File: config.mk
export PLATFORM = sky130hd
export DESIGN_NAME = stw_ctrl
export DESIGN_NICKNAME = d
export VERILOG_FILES = /design/src/hw/rtl/stw_pkg.sv /design/src/hw/rtl/stw_ctrl.sv
export SDC_FILE = /design/constraint.sdc
export NUM_CORES = 1
export LEC_CHECK = 0
export BUFFER_PORTS_ARGS = -buffer_cell sky130_fd_sc_hd__buf_4
export CORE_ASPECT_RATIO = 0.9
export CORE_UTILIZATION = 40
export CTS_BUF_LIST = sky130_fd_sc_hd__clkbuf_4 sky130_fd_sc_hd__clkbuf_8 sky130_fd_sc_hd__clkbuf_16
export DETAILED_ROUTE_END_ITERATION = 16
export HOLD_SLACK_MARGIN = 0.05
export PLACE_DENSITY = 0.76
export SETUP_SLACK_MARGIN = 0.2
export SYNTH_ARGS = -nofsm -noshare
export SYNTH_HDL_FRONTEND = slang
export SYNTH_SLANG_ARGS = --single-unit
export TNS_END_PERCENT = 20
File: constraint.sdc
create_clock -name clock -period 3.9 [get_ports clock]
set_input_delay 0.195 -clock clock [delete_from_list [all_inputs] [get_ports clock]]
set_output_delay 0.195 -clock clock [all_outputs]
set_load 0.01 [all_outputs]
File: src/hw/rtl/stw_pkg.sv
// shared constants, codes and control types of the sliding time window statistics block
`default_nettype none
package stw_pkg;
   localparam int DEF_WINDOW_DEPTH = 32;
   localparam int DEF_TIME_BITS    = 48;
   localparam int DEF_VALUE_BITS   = 32;

   localparam int RES_BITS       = 64;
   localparam int FRAC_BITS      = 16;
   localparam int CSR_DATA_BITS  = 48;
   localparam int CSR_INDEX_BITS = 2;
   localparam int MODE_BITS      = 4;
   localparam int FLAG_BITS      = 3;

   localparam int FRAME_OVERHEAD = 38;
   localparam int PERCENT        = 100;
   localparam int GAP_FACTOR     = 2;

   localparam logic [63:0]                WINDOW_RESET  = 64'd1000000000000;
   localparam logic [MODE_BITS-1:0]       MODE_RESET    = 4'd0;
   localparam logic [CSR_DATA_BITS-1:0]   DIVISOR_RESET = 48'd1;

   localparam logic [CSR_INDEX_BITS-1:0] REG_WINDOW  = 2'd0;
   localparam logic [CSR_INDEX_BITS-1:0] REG_MODE    = 2'd1;
   localparam logic [CSR_INDEX_BITS-1:0] REG_DIVISOR = 2'd2;

   localparam logic [MODE_BITS-1:0] MODE_COUNT = 4'd0;
   localparam logic [MODE_BITS-1:0] MODE_SUM   = 4'd1;
   localparam logic [MODE_BITS-1:0] MODE_AVG   = 4'd2;
   localparam logic [MODE_BITS-1:0] MODE_MIN   = 4'd3;
   localparam logic [MODE_BITS-1:0] MODE_MAX   = 4'd4;
   localparam logic [MODE_BITS-1:0] MODE_RANGE = 4'd5;
   localparam logic [MODE_BITS-1:0] MODE_EFF   = 4'd6;
   localparam logic [MODE_BITS-1:0] MODE_UTIL  = 4'd7;
   localparam logic [MODE_BITS-1:0] MODE_AVAIL = 4'd8;

   localparam logic [1:0] KIND_EVICT = 2'd0;
   localparam logic [1:0] KIND_GAP   = 2'd1;
   localparam logic [1:0] KIND_FINAL = 2'd2;
   localparam logic [1:0] KIND_TERR  = 2'd3;

   typedef struct packed {
      logic       load;
      logic       rd_oldest;
      logic       evict;
      logic       rd_newest;
      logic       store;
      logic       set_prev;
      logic       scan_start;
      logic       div_start;
      logic       emit;
      logic [1:0] kind;
   } stw_cmd_type;

   typedef struct packed {
      logic lt_prev;
      logic can_evict;
      logic expired;
      logic gap;
      logic has_entries;
      logic dup;
      logic need_scan;
      logic need_div;
      logic scan_done;
      logic div_busy;
      logic out_free;
   } stw_sts_type;
endpackage
`default_nettype wire

File: src/hw/rtl/stw_ctrl.sv
// sequencer for eviction, gap point, store, statistic and result beats
`default_nettype none
module stw_ctrl
   import stw_pkg::*;
(
   input  wire logic        clock,
   input  wire logic        reset,
   input  wire logic        req_tvalid,
   output logic             req_tready,
   input  wire stw_sts_type sts,
   output stw_cmd_type      cmd
);
   localparam logic [3:0] S_IDLE     = 4'd0;
   localparam logic [3:0] S_CHECK    = 4'd1;
   localparam logic [3:0] S_EV_RD    = 4'd2;
   localparam logic [3:0] S_EV_WAIT  = 4'd3;
   localparam logic [3:0] S_GAP      = 4'd4;
   localparam logic [3:0] S_DUP_RD   = 4'd5;
   localparam logic [3:0] S_DUP_WAIT = 4'd6;
   localparam logic [3:0] S_STORE    = 4'd7;
   localparam logic [3:0] S_STAT     = 4'd8;
   localparam logic [3:0] S_SCAN     = 4'd9;
   localparam logic [3:0] S_DIV      = 4'd10;
   localparam logic [3:0] S_EMIT     = 4'd11;

   logic [3:0] state_ff, state_in;
   logic [1:0] kind_ff, kind_in;

   always_comb begin
      state_in = state_ff;
      kind_in  = kind_ff;
      cmd      = '0;
      cmd.kind = kind_ff;
      unique case (state_ff)
         S_IDLE: begin
            if (req_tvalid) begin
               cmd.load = 1'b1;
               state_in = S_CHECK;
            end
         end
         S_CHECK: begin
            if (sts.lt_prev) begin
               kind_in  = KIND_TERR;
               state_in = S_STAT;
            end else begin
               state_in = S_EV_RD;
            end
         end
         S_EV_RD: begin
            if (sts.can_evict) begin
               cmd.rd_oldest = 1'b1;
               state_in      = S_EV_WAIT;
            end else begin
               state_in = S_GAP;
            end
         end
         S_EV_WAIT: begin
            if (sts.expired) begin
               cmd.evict = 1'b1;
               kind_in   = KIND_EVICT;
               state_in  = S_STAT;
            end else begin
               state_in = S_GAP;
            end
         end
         S_GAP: begin
            if (sts.gap) begin
               kind_in  = KIND_GAP;
               state_in = S_EMIT;
            end else begin
               state_in = S_DUP_RD;
            end
         end
         S_DUP_RD: begin
            if (sts.has_entries) begin
               cmd.rd_newest = 1'b1;
               state_in      = S_DUP_WAIT;
            end else begin
               state_in = S_STORE;
            end
         end
         S_DUP_WAIT: begin
            if (sts.dup) begin
               cmd.set_prev = 1'b1;
               kind_in      = KIND_FINAL;
               state_in     = S_STAT;
            end else begin
               state_in = S_STORE;
            end
         end
         S_STORE: begin
            cmd.store = 1'b1;
            kind_in   = KIND_FINAL;
            state_in  = S_STAT;
         end
         S_STAT: begin
            priority if (sts.need_scan) begin
               cmd.scan_start = 1'b1;
               state_in       = S_SCAN;
            end else if (sts.need_div) begin
               cmd.div_start = 1'b1;
               state_in      = S_DIV;
            end else begin
               state_in = S_EMIT;
            end
         end
         S_SCAN: begin
            if (sts.scan_done) begin
               state_in = S_EMIT;
            end
         end
         S_DIV: begin
            if (!sts.div_busy) begin
               state_in = S_EMIT;
            end
         end
         S_EMIT: begin
            if (sts.out_free) begin
               cmd.emit = 1'b1;
               unique case (kind_ff)
                  KIND_EVICT: state_in = S_EV_RD;
                  KIND_GAP:   state_in = S_DUP_RD;
                  default:    state_in = S_IDLE;
               endcase
            end
         end
         default: state_in = S_IDLE;
      endcase
   end

   always_ff @(posedge clock) begin
      if (reset) begin
         state_ff <= S_IDLE;
         kind_ff  <= KIND_FINAL;
      end else begin
         state_ff <= state_in;
         kind_ff  <= kind_in;
      end
   end

   assign req_tready = (state_ff == S_IDLE);
endmodule
`default_nettype wire

* Word-level counts from Yosys, hierarchy flattened
Cells that the tools add are included. W data, S select, Z words.
Storage, ports and cells: register bits 6, bits of input ports 14, output and inout port bits 12, logic and storage cells 63
Operators by class: equal/unequal tests 20, multiplexer cells 36, reduce and logical (&&, ||, !) cells 5
Operators by type and width (count):
- $pmux W4 S12 | 1
- $mux W4 | 9
- $mux W1 | 18
- $eq A4 B3 Y1 const B | 4
- $eq A4 B4 Y1 const B | 4
- $ne A2 B2 Y1 const B | 8
- $mux W2 | 5
- $pmux W2 S5 | 1
- $eq A4 B2 Y1 const B | 2
- $pmux W3 S2 | 1
- $reduce_and A5 Y1 | 1
- $reduce_bool A5 Y1 | 1
- $eq A4 B1 Y1 const B | 1
- $logic_not A4 Y1 | 1
- $reduce_and A4 Y1 | 1
- $mux W3 | 1
- $eq A2 B1 Y1 const B | 1
- $logic_not A2 Y1 | 1

* Depth between registers and ports, before layout
Gate-level depths: netlist of the first run.
depth in word-level cells 4, mapped depth 7, gate-level depth less buffers 4

* Least setup slack after synthesis of the first run
Ideal clock, no wire load.
path type reg-to-output, start point register state_ff[2], end point output cmd[10] (netlist bit), arrival 1347 ps, data required time 3705 ps, slack 2358 ps, stages on the path, launching flop included 6, path buffers 3, path through dfxtp_1 > buf_6 > buf_2 > clkbuf_1 > nor3_1 > and2_1
RTL lines:
- start: declaration | line stw_ctrl.sv:26 | logic [3:0] state_ff, state_in;
- start signal: assignment | line stw_ctrl.sv:136 | state_ff <= state_in;
- end: declaration | line stw_ctrl.sv:11 | output stw_cmd_type cmd

* Final worst setup path of the first run
start point register state_ff[0], end point register state_ff[0]
Between the ends: longest elaborated chain between the ends 3, elaborated cells between the ends (all ways) 18, classes of those cells eq/ne (15); mux (1); reduce/logical (2)
RTL lines:
- $eq A4 B4 Y1 or $logic_not A4 Y1 (tied branches) | line stw_ctrl.sv:34 | unique case (state_ff)
- $ne A2 B2 Y1 (no line)
- $reduce_and A4 Y1 (no line)
Parallel ways exist; a longest one is shown, timed or not. A chain may end at the register's enable or synchronous reset.

==> results of run 1 <==
## layer usage
| metal | wire [um] | global-route usage |
|---|---|---|
| met1 | 958 | 0.2505 |
| met2 | 1079 | 0.3649 |
| met3 | 111 | 0.05724 |
| met4 | 30 | 0.07429 |
| met5 | 0 | 0 |
## power by group through the flow
stage	logic (uW)	clock network, uW	registers (uW)
after floorplan	348	0	109
after global placement	346	0	179
after detailed placement	353	0	184
after CTS	354	65.0	182
after global routing	393	69.8	198
final	355	64.5	184
## registers in the layout (all words and copies together) (netlist names)
register  count
state_ff      4
kind_ff       2
## cell type report
class	instances	area (um^2)
Tap cell	25	31.28
Fill cell	189	935.9
Clock buffer	3	22.52
Sequential cell	6	120.1
Multi-Input combinational cell	86	613.1
Timing Repair Buffer	25	187.7
Inverter	6	22.52
## cell usage after synthesis (3+ instances only)
| master | number | share of area |
|---|---|---|
| a21oi_1 | 9 | 0.054 |
| nor2_1 | 8 | 0.036 |
| dfxtp_1 | 6 | 0.15 |
| inv_1 | 6 | 0.027 |
| and3_1 | 5 | 0.038 |
| nor3_1 | 5 | 0.030 |
| nor4_1 | 5 | 0.038 |
| buf_2 | 4 | 0.024 |
| nor2b_1 | 4 | 0.030 |
| a211oi_1 | 3 | 0.027 |
| a21o_1 | 3 | 0.027 |
| buf_6 | 3 | 0.041 |
| nor4b_1 | 3 | 0.032 |
| o21ai_0 | 3 | 0.018 |
## metrics by stage
| step | utilization | hold slack, ps | cells |
|---|---|---|---|
| after floorplan | - | 263.9 | 108 |
| after global placement | 0.5042 | 401.9 | 148 |
| after detailed placement | 0.5042 | 405.1 | 148 |
| after CTS | 0.5159 | 129.6 | 151 |
| after global routing | 0.5159 | 125.9 | 151 |
| final | 0.5159 | 128.6 | 151 |
## logic make-up after synthesis
| group | after synthesis | synth area share |
|---|---|---|
| simple gates | 48 | 0.3792 |
| mux | 1 | 0.01209 |
| flops | 6 | 0.1450 |
| compound gates | 37 | 0.3489 |
| buf+inv | 16 | 0.1148 |
## how the worst max path moves through the flow
stage	endpoint	cells after the start	start	slack, ps
CTS	state_ff[0]	4	state_ff[0]	1850
floorplan	cmd[10]	5	state_ff[2]	2360
detailed placement	state_ff[0]	4	state_ff[2]	1860
global placement	state_ff[0]	4	state_ff[0]	1960
global route	state_ff[0]	4	state_ff[0]	1630
finish	state_ff[0]	4	state_ff[0]	1830
==> out/metrics.yaml, run 1 <==
status: "finished clean"
path_clk_slew_ps: 60
crit_type: "reg2reg"
clock.fmax_mhz: 483.4
drtPass1Iterations: 5
dpl_cell_area_um2: 974.7
ys_types: 47
p_leak_uw: 0.0004170
ys_warn_count: 0
finalInstanceArea_um2: 997.2
critPathLaunchType: "flip-flop"
viasPerCell: 6.106
port_buffers: 25
worstPathRequired_ps: 4070
syn_area_per_cell_um2: 7.669
fin_crit_sh: 0.5305
cts_tree: "built"
core_mm2: 0.001933
ff2ff_path_depth: 4
crit_buf_inv: 0
async_flop_share: 0
syn_inst: 108
whs_path_depth: 2
area_growth_pct: 20.39
first_global_vias: 803
start_util: 0.4285
fp.dieH_um: 45.17
finalSetupViolations: 0
hold_viol_final: 0
grt_first_pass_wirelength_um: 3525
synth_area_um2: 828.3
gp_congestion: 0.8521
drive_gt1_frac: 0.3016
fp.dieW_um: 49.97
end_kind: "flip-flop"
synth_edf_count: 0
final_common_cell: "buf_4"
min_period_ps: 2069
p_sw_uw: 298.2
postCtsSetupBuffers: 0
clock-skew-final_ps: 14.05
cts_buffer_depth: 2
synth-main-ff-cell: "dfxtp_1"
cp_top_family: "flip-flops"
rows: 15
gr-total-overflow: 0
powerDensity_mw_per_mm2: 605.1
cts_resized: 0
reg2reg_to: "state_ff[0]"
drt_wl_total_um: 2179
cts_max_level: 1
cpMaxStageDelayCell: "dfxtp_1"
antenna_found_initial: 0
final-max-slew-violation-count: 0
ioPinCount: 26
setup_ws_ps: 1831
r2r_start: "state_ff[0]"
worstMarginPinSlew_ps: 862.2
total_power_uw: 603.4
root_buffer: "clkbuf_4"
num_vias: 922
worst_skew_pair.late_latency_ps: 270
final_antenna_net_count: 0
nets: 142
path_max_fanout: 31
switching_share: 0.4942
holdPathEnd: "state_ff[0]"
cpPeakStageDelay_ps: 880
slew_headroom: 0.4244
drt_iter0_drc: 26
most-common-layout-cells: "25 x buf_4, 9 x a21oi_1, 8 x nor2_1"
power.internal_uw: 305.2
numCtsBuffers: 3
min-delay-start: "reset"
ir_worst_vdd_mv: 0.2908
r2r_slack_ps: 1830
crit_arrival_ps: 2230
crit_path_cell_trace: "nand4b_1 > o32ai_2 > nor3_1 > a2111oi_2"
grt_max_degree: 32
synth-seq-cells: 6
pwr-share-seq: 0.304
n_antenna_cell: 0
die_area_mm2: 0.002257
track_usage: 0.2097
rsz0062_at_grt: "false"
dp_hpwl_um: 1565
syn_nets: 122
clkPwrFrac: 0.107
yosysSeqAreaShare: 0.1450
setup_tns_ps: 0
drt-wirelength-per-cell_um: 14.43
drc: 0
power_frac_comb: 0.589
ctsHoldBuffers: 0
clock-sinks: 6
pre_cts_ws_ps: 1861
drv_cap: 0
min_path_type: "in2reg"
Note: power is estimated with default switching activity, not from simulation.
==> run 2: changes to the inputs <==
==> constraint.sdc (replaced) <==
create_clock -name clock -period 2 [get_ports clock]
set_input_delay 0.1 -clock clock [delete_from_list [all_inputs] [get_ports clock]]
set_output_delay 0.1 -clock clock [all_outputs]
set_load 0.01 [all_outputs]
==> run 2 against run 1 <==
  * Global-route usage is 0.38 points higher
  * Maximum frequency rose by 20%
  * Sequential power rose by 59%
  * Setup slack worse by 1500 ps
  * Worst hold slack improved by 160 ps
  * Largest power group unchanged
  * Flip-flop and latch count is the same
  * Critical endpoint unchanged
  * Non-clock buffer count up 7
  * First-iteration DRC count rose by 62%
  * Wire length increased by 14%
==> out/metrics.yaml, run 2 (synthesis gave the netlist of run 1 again) <==
cts_buffer_depth: 2  # unchanged
drt_wl_total_um: 2487  # was 2179 um
rsz0062_at_grt: "true"  # was false
port_buffers: 25  # unchanged
clock-skew-final_ps: 11.54  # was 14.05 ps
largest_register_ffs: 4  # unchanged
final-max-slew-violation-count: 0  # unchanged
cpMaxStageDelayCell: "dfxtp_2"  # was dfxtp_1
drv_cap: 0  # unchanged
cts_tree: "built"  # unchanged
dp_hpwl_um: 1707  # was 1565 um
first_global_vias: 834  # was 803
crit_type: "reg2reg"  # unchanged
crit_path_cell_trace: "buf_4 > or2_4 > a221oi_2 > nor3_1 > a2111oi_2"  # was nand4b_1 > o32ai_2 > nor3_1 > a2111oi_2
rows: 15  # unchanged
min_period_ps: 1717  # was 2069 ps
grt_first_pass_wirelength_um: 3643  # was 3525 um
crit_arrival_ps: 1870  # was 2230 ps
numCtsBuffers: 3  # unchanged
finalSetupViolations: 0  # unchanged
drc: 0  # unchanged
powerDensity_mw_per_mm2: 1191  # was 605.1 mW/mm^2
grt_max_degree: 20  # was 32
worst_skew_pair.late_latency_ps: 260  # was 270 ps
start_util: 0.4285  # unchanged
layoutNonFillerInstCount: 158  # was 151
fin_crit_sh: 0.8587  # was 0.5305
utilization: 0.5534  # was 0.5159
hold_viol_final: 0  # unchanged
top_register: "state_ff"  # unchanged
ioPinCount: 26  # unchanged
die_area_mm2: 0.002257  # unchanged
status: "finished clean"  # unchanged
drtPass1Iterations: 4  # was 5
track_usage: 0.2135  # was 0.2097
fillers: 180  # was 189
postCtsSetupBuffers: 0  # unchanged
gp_congestion: 0.9509  # was 0.8521
grt_use_met1: 0.2631  # was 0.2505
n_antenna_cell: 0  # unchanged
final_common_cell: "buf_4"  # unchanged
r2r_start: "state_ff[3]"  # was state_ff[0]
cp_top_family: "compound AO/OA/AOI/OAI gates"  # was flip-flops
crit_buf_inv: 1  # was 0
area_growth_pct: 29.15  # was 20.39%
core_mm2: 0.001933  # unchanged
min_path_type: "in2reg"  # unchanged
clock.fmax_mhz: 582.3  # was 483.4 MHz
top_usage_layer: "met2"  # unchanged
critPathLaunchType: "flip-flop"  # unchanged
holdPathEnd: "state_ff[1]"  # was state_ff[0]
cts_max_level: 1  # unchanged
pre_cts_ws_ps: 191.8  # was 1861 ps
setup_ws_ps: 282.6  # was 1831 ps
cpPeakStageDelay_ps: 380  # was 880 ps
most-common-layout-cells: "31 x buf_4, 9 x a21oi_1, 8 x nor2_1"  # was 25 x buf_4, 9 x a21oi_1, 8 x nor2_1
slew_headroom: 0.6793  # was 0.4244
antenna_found_initial: 0  # unchanged
num_vias: 982  # was 922
gr-total-overflow: 0  # unchanged
p_leak_uw: 0.0004574  # was 0.0004170 uW
fp.dieW_um: 49.97  # unchanged
root_buffer: "clkbuf_4"  # unchanged
met3_usage: 0.04040  # was 0.05724
final_antenna_net_count: 0  # unchanged
path_max_fanout: 12  # was 31
whs_path_depth: 4  # was 2
grtUsageMet2: 0.3784  # was 0.3649
drive_gt1_frac: 0.3609  # was 0.3016
worstPathRequired_ps: 2160  # was 4070 ps
dp.cells: 154  # was 148
end_kind: "flip-flop"  # unchanged
setup_tns_ps: 0  # unchanged
drt-wirelength-per-cell_um: 15.74  # was 14.43 um
largestRegisters: "state_ff (4), kind_ff (2)"  # unchanged
reg2reg_to: "state_ff[0]"  # unchanged
clock-sinks: 6  # unchanged
fp.dieH_um: 45.17  # unchanged
ir_worst_vdd_mv: 0.5323  # was 0.2908 mV
path_clk_slew_ps: 60  # about the same
ff2ff_path_depth: 5  # was 4
viasPerCell: 6.215  # was 6.106
min-delay-start: "sts[10]"  # was reset
worstMarginPinSlew_ps: 477.2  # was 862.2 ps
drt_iter0_drc: 42  # was 26
r2r_slack_ps: 280  # was 1830 ps
nets: 149  # was 142
==> run 2: cell count changes in the layout (fill, tap and decap cells not counted) <==
cell | previous run | this run
a211oi_2 | 1 | 0
a211oi_4 | 0 | 1
buf_4 | 25 | 31
dfxtp_1 | 6 | 3
dfxtp_2 | 0 | 3
dlygate4sd3_1 | 0 | 1
nor4_1 | 5 | 4
nor4_2 | 0 | 1
==> run 2: worst max path at each step <==
| stage | startpoint | endpoint | slack (ps) | depth (start not counted) |
|---|---|---|---|---|
| detailed placement | state_ff[3] | state_ff[3] | 190 | 5 |
| CTS | state_ff[3] | state_ff[0] | 190 | 5 |
| global placement | state_ff[3] | state_ff[0] | 230 | 5 |
| floorplan | state_ff[2] | cmd[10] | 550 | 5 |
| global route | state_ff[0] | state_ff[0] | 170 | 5 |
| finish | state_ff[3] | state_ff[0] | 280 | 5 |
==> run 2: report_power, final <==
part / total (uW) / switching [uW] / internal (uW)
logic: 860 / 447 / 414
registers: 293 / 123 / 170
clock network: 120 / 52.0 / 68.5
==> run 2: worst min-delay path: stages <==
cell and delay (ps):
buf_4 100, o21ai_0 70, nand4b_1 130, a311oi_1 100
==> run 2: through the flow <==
stage | cell area [um^2] | total power [uW] | hold WS [ps]
global route | 1070 | 1361 | 300.3
global placement | 1020 | 1086 | 306.2
detailed placement | 1020 | 1101 | 308.6
CTS | 1060 | 1239 | 269.3
finish | 1070 | 1274 | 286.5
floorplan | 828.3 | 891.6 | 168.9
==> run 2: repair_timing <==
item                                   CTS  global route
endpoints found under the hold margin    1             0
hold buffers                             1             0
setup endpoints to repair                4             4
gates resized for setup                  2             3
pin swaps                                0             0
==> run 2: routing by layer <==
metal | wire, um | vias up
met5 | 0 | -
met4 | 51 | 0
met3 | 143 | 6
met2 | 1212 | 46
met1 | 1080 | 462
li1 | - | 468
==> run 2: layout make-up <==
cell class	instances	area (um^2)	area share
clock buffers	3	22.52	0.02105
inverters	6	22.52	0.02105
multi-input cells	86	626.9	0.5860
flip-flops and latches	6	123.9	0.1158
well taps	25	31.28	0.02924
repair buffers	32	242.7	0.2269
==> run 3: changes to the inputs <==
--- a/config.mk
+++ b/config.mk
@@ -5,13 +5,15 @@
 export SDC_FILE = /design/constraint.sdc
 export NUM_CORES = 1
 export LEC_CHECK = 0
+export ABC_AREA = 1
 export BUFFER_PORTS_ARGS = -buffer_cell sky130_fd_sc_hd__buf_4
 export CORE_ASPECT_RATIO = 0.9
 export CORE_UTILIZATION = 40
 export CTS_BUF_LIST = sky130_fd_sc_hd__clkbuf_4 sky130_fd_sc_hd__clkbuf_8 sky130_fd_sc_hd__clkbuf_16
 export DETAILED_ROUTE_END_ITERATION = 16
+export GPL_ROUTABILITY_DRIVEN = 1
 export HOLD_SLACK_MARGIN = 0.05
-export PLACE_DENSITY = 0.76
+export PLACE_DENSITY = 0.79
 export SETUP_SLACK_MARGIN = 0.2
 export SYNTH_ARGS = -nofsm -noshare
 export SYNTH_HDL_FRONTEND = slang
==> run 3 against run 2 <==
  * Synthesized cell count is 18% higher
  * Critical path depth stayed put
  * Clock-buffer cell count stayed put
  * Cell count is 12% higher
  * Critical path type is now reg2out
  * Die area is 21% lower
  * Critical endpoint is now cmd[7]
  * Core utilization is 4.5 points higher
  * Clock power is 12% lower
  * Clock skew is 10 ps lower
  * Total power is 24% lower
  * Global-route usage is 0.44 points higher
  * Via count is 15% lower
==> out/metrics.yaml, run 3 <==
async_flop_share: 0  # unchanged
yosysTopAreaCell: "nand2_1"  # was dfxtp_1
antenna_found_initial: 0  # unchanged
worstPathRequired_ps: 1900  # was 2160 ps
drive_gt1_frac: 0.2710  # was 0.3609
crit_arrival_ps: 1430  # was 1870 ps
drt_wl_total_um: 1757  # was 2487 um
synth-main-ff-cell: "dfxtp_1"  # unchanged
synth_top_family_by_area: "simple AND/OR/NAND/NOR gates"  # unchanged
gr-total-overflow: 0  # unchanged
largest_register_ffs: 4  # unchanged
dp_hpwl_um: 1457  # was 1707 um
postCtsSetupBuffers: 0  # unchanged
grt_max_degree: 9  # was 20
status: "finished clean"  # unchanged
root_buffer: "clkbuf_4"  # unchanged
ioPinCount: 26  # unchanged
cts_buffer_depth: 2  # unchanged
syn_nets: 141  # was 122
clock.fmax_mhz: 654.5  # was 582.3 MHz
synth_edf_count: 0  # unchanged
drtPass1Iterations: 4  # unchanged
end_kind: "output pin"  # was flip-flop
fin_crit_sh: 0.7640  # was 0.8587
worstMarginPinSlew_ps: 342.4  # was 477.2 ps
cp_top_family: "simple AND/OR/NAND/NOR gates"  # was compound AO/OA/AOI/OAI gates
critPathLaunchType: "flip-flop"  # unchanged
reg2reg_to: "kind_ff[0]"  # was state_ff[0]
synth-seq-cells: 6  # unchanged
crit_start: "state_ff[0]"  # was state_ff[3]
top_register: "state_ff"  # unchanged
min_period_ps: 1528  # was 1717 ps
cts_max_level: 1  # unchanged
min_path_type: "in2reg"  # unchanged
cpPeakStageDelay_ps: 420  # was 380 ps
setup_ws_ps: 472.1  # was 282.6 ps
cts_tree: "built"  # unchanged
worstSetupEndpoint: "cmd[7]"  # was state_ff[0]
clock-sinks: 6  # unchanged
r2r_slack_ps: 540  # was 280 ps
area_growth_pct: 36.68  # was 29.15%
cpMaxStageDelayCell: "dfxtp_1"  # was dfxtp_2
drt-wirelength-per-cell_um: 9.927  # was 15.74 um
synthAdderAreaFrac: 0  # unchanged
crit_buf_inv: 2  # was 1
ff2ff_path_depth: 8  # was 5
worst_skew_pair.late_latency_ps: 240  # was 260 ps
clock-skew-final_ps: 1.190  # was 11.54 ps
port_buffers: 25  # unchanged
yosys.area_share.simple: 0.6023  # was 0.3792
synth_compound_area_frac: 0.07336  # was 0.3489
crit_type: "reg2out"  # was reg2reg
total_power_uw: 970.8  # was 1274 uW
slew_headroom: 0.7709  # was 0.6793
synth_commonest_cells: "38 x nand2_1, 23 x nor2_1, 21 x inv_1"  # was 9 x a21oi_1, 8 x nor2_1, 6 x dfxtp_1, 6 x inv_1
rows: 13  # was 15
powerDensity_mw_per_mm2: 1096  # was 1191 mW/mm^2
final_antenna_net_count: 0  # unchanged
final_common_cell: "nand2_1"  # was buf_4
core_mm2: 0.001480  # was 0.001933 mm^2
drc: 0  # unchanged
path_max_fanout: 8  # was 12
ctsHoldBuffers: 0  # was 1
layoutNonFillerInstCount: 177  # was 158
largestRegisters: "state_ff (4), kind_ff (2)"  # unchanged
grt_first_pass_wirelength_um: 2849  # was 3643 um
setup_tns_ps: 0  # unchanged
p_leak_uw: 0.0005411  # was 0.0004574 uW
dp.cells: 174  # was 154
syn_area_per_cell_um2: 5.103  # was 7.669 um^2
syn_inst: 127  # was 108
num_vias: 837  # was 982
synth_top_area_share: 0.2201  # was 0.1450
viasPerCell: 4.729  # was 6.215
crit_cells: 5  # unchanged
die_area_mm2: 0.001785  # was 0.002257 mm^2
fp.dieW_um: 44.43  # was 49.97 um
fp.dieH_um: 40.19  # was 45.17 um
synthTopCellsByArea: "nand2_1 22%, dfxtp_1 19%, nor2_1 13%, inv_1 12%, nand3_1 10%"  # was dfxtp_1 15%, a21oi_1 5.4%, buf_6 4.1%, and3_1 3.8%, nor4_1 3.8%
track_usage: 0.2178  # was 0.2135
gp_congestion: 0.8884  # was 0.9509
finalSetupViolations: 0  # unchanged
fillers: 160  # was 180
nets: 171  # was 149
most-common-layout-cells: "38 x nand2_1, 25 x buf_4, 23 x nor2_1"  # was 31 x buf_4, 9 x a21oi_1, 8 x nor2_1
synth_area_um2: 648.1  # was 828.3 um^2
start_util: 0.4379  # was 0.4285
pre_cts_ws_ps: 596.5  # was 191.8 ps
drt_iter0_drc: 32  # was 42
path_clk_slew_ps: 40  # was 60 ps
drv_cap: 0  # unchanged
rsz0062_at_grt: "false"  # was true
ys_warn_count: 0  # unchanged
hold_viol_final: 0  # unchanged
ys_types: 15  # was 47
yosysSeqAreaShare: 0.1853  # was 0.1450
yosysMostFrequentCell: "nand2_1"  # was a21oi_1
ir_worst_vdd_mv: 0.5897  # was 0.5323 mV
crit_path_cell_trace: "inv_1 > nor2_2 > nand2_1 > nor2_1 > buf_4"  # was buf_4 > or2_4 > a221oi_2 > nor3_1 > a2111oi_2
r2r_start: "state_ff[1]"  # was state_ff[3]
n_antenna_cell: 0  # unchanged
muxShareOfSynthArea: 0  # was 0.01208
numCtsBuffers: 3  # unchanged
final-max-slew-violation-count: 0  # unchanged
first_global_vias: 667  # was 834
cts_resized: 0  # was 2
synth_xor_area_frac: 0  # unchanged
[run 3: cells by family (layout without fill, tap and decap cells)]
group	Yosys count	after routing
AO/OA/AOI/OAI	8	8
buffers and inverters	24	52
flip-flops	6	6
AND/OR/NAND/NOR	89	89
[run 3: worst min-delay path by stage]
stage / depth (start not counted) / end / startpoint
floorplan: 1 / kind_ff[0] / reset
global placement: 2 / kind_ff[0] / reset
detailed placement: 2 / state_ff[0] / reset
CTS: 2 / state_ff[3] / reset
global route: 2 / state_ff[3] / reset
finish: 2 / state_ff[3] / reset
[run 3: power by group]
group | internal, uW | switching (uW)
clock | 67.5 | 38.6
sequential | 168 | 61.9
combinational | 242 | 393
total | 477 | 494
[run 3: per-stage QoR]
| step | hold slack (ps) | utilization | area (um^2) |
|---|---|---|---|
| floorplan | 169.1 | - | 648.1 |
| global placement | 305.8 | 0.5833 | 863.3 |
| detailed placement | 311.1 | 0.5833 | 863.3 |
| CTS | 60.32 | 0.5985 | 885.9 |
| global route | 51.96 | 0.5985 | 885.9 |
| finish | 67.05 | 0.5985 | 885.9 |
[run 3: layer usage]
layer / track usage / share of wire
met1: 0.2944 / 0.47
met2: 0.3640 / 0.44
met3: 0.05405 / 0.084
met4: 0.02273 / 0.0080
met5: 0 / 0
[run 3: final cells by class]
class / count / area (um^2) / area share
Sequential cell: 6 / 120.1 / 0.1356
Timing Repair Buffer: 25 / 187.7 / 0.2119
Inverter: 24 / 90.09 / 0.1017
Clock buffer: 3 / 22.52 / 0.02542
Multi-Input combinational cell: 97 / 437.9 / 0.4944
Tap cell: 22 / 27.53 / 0.03107
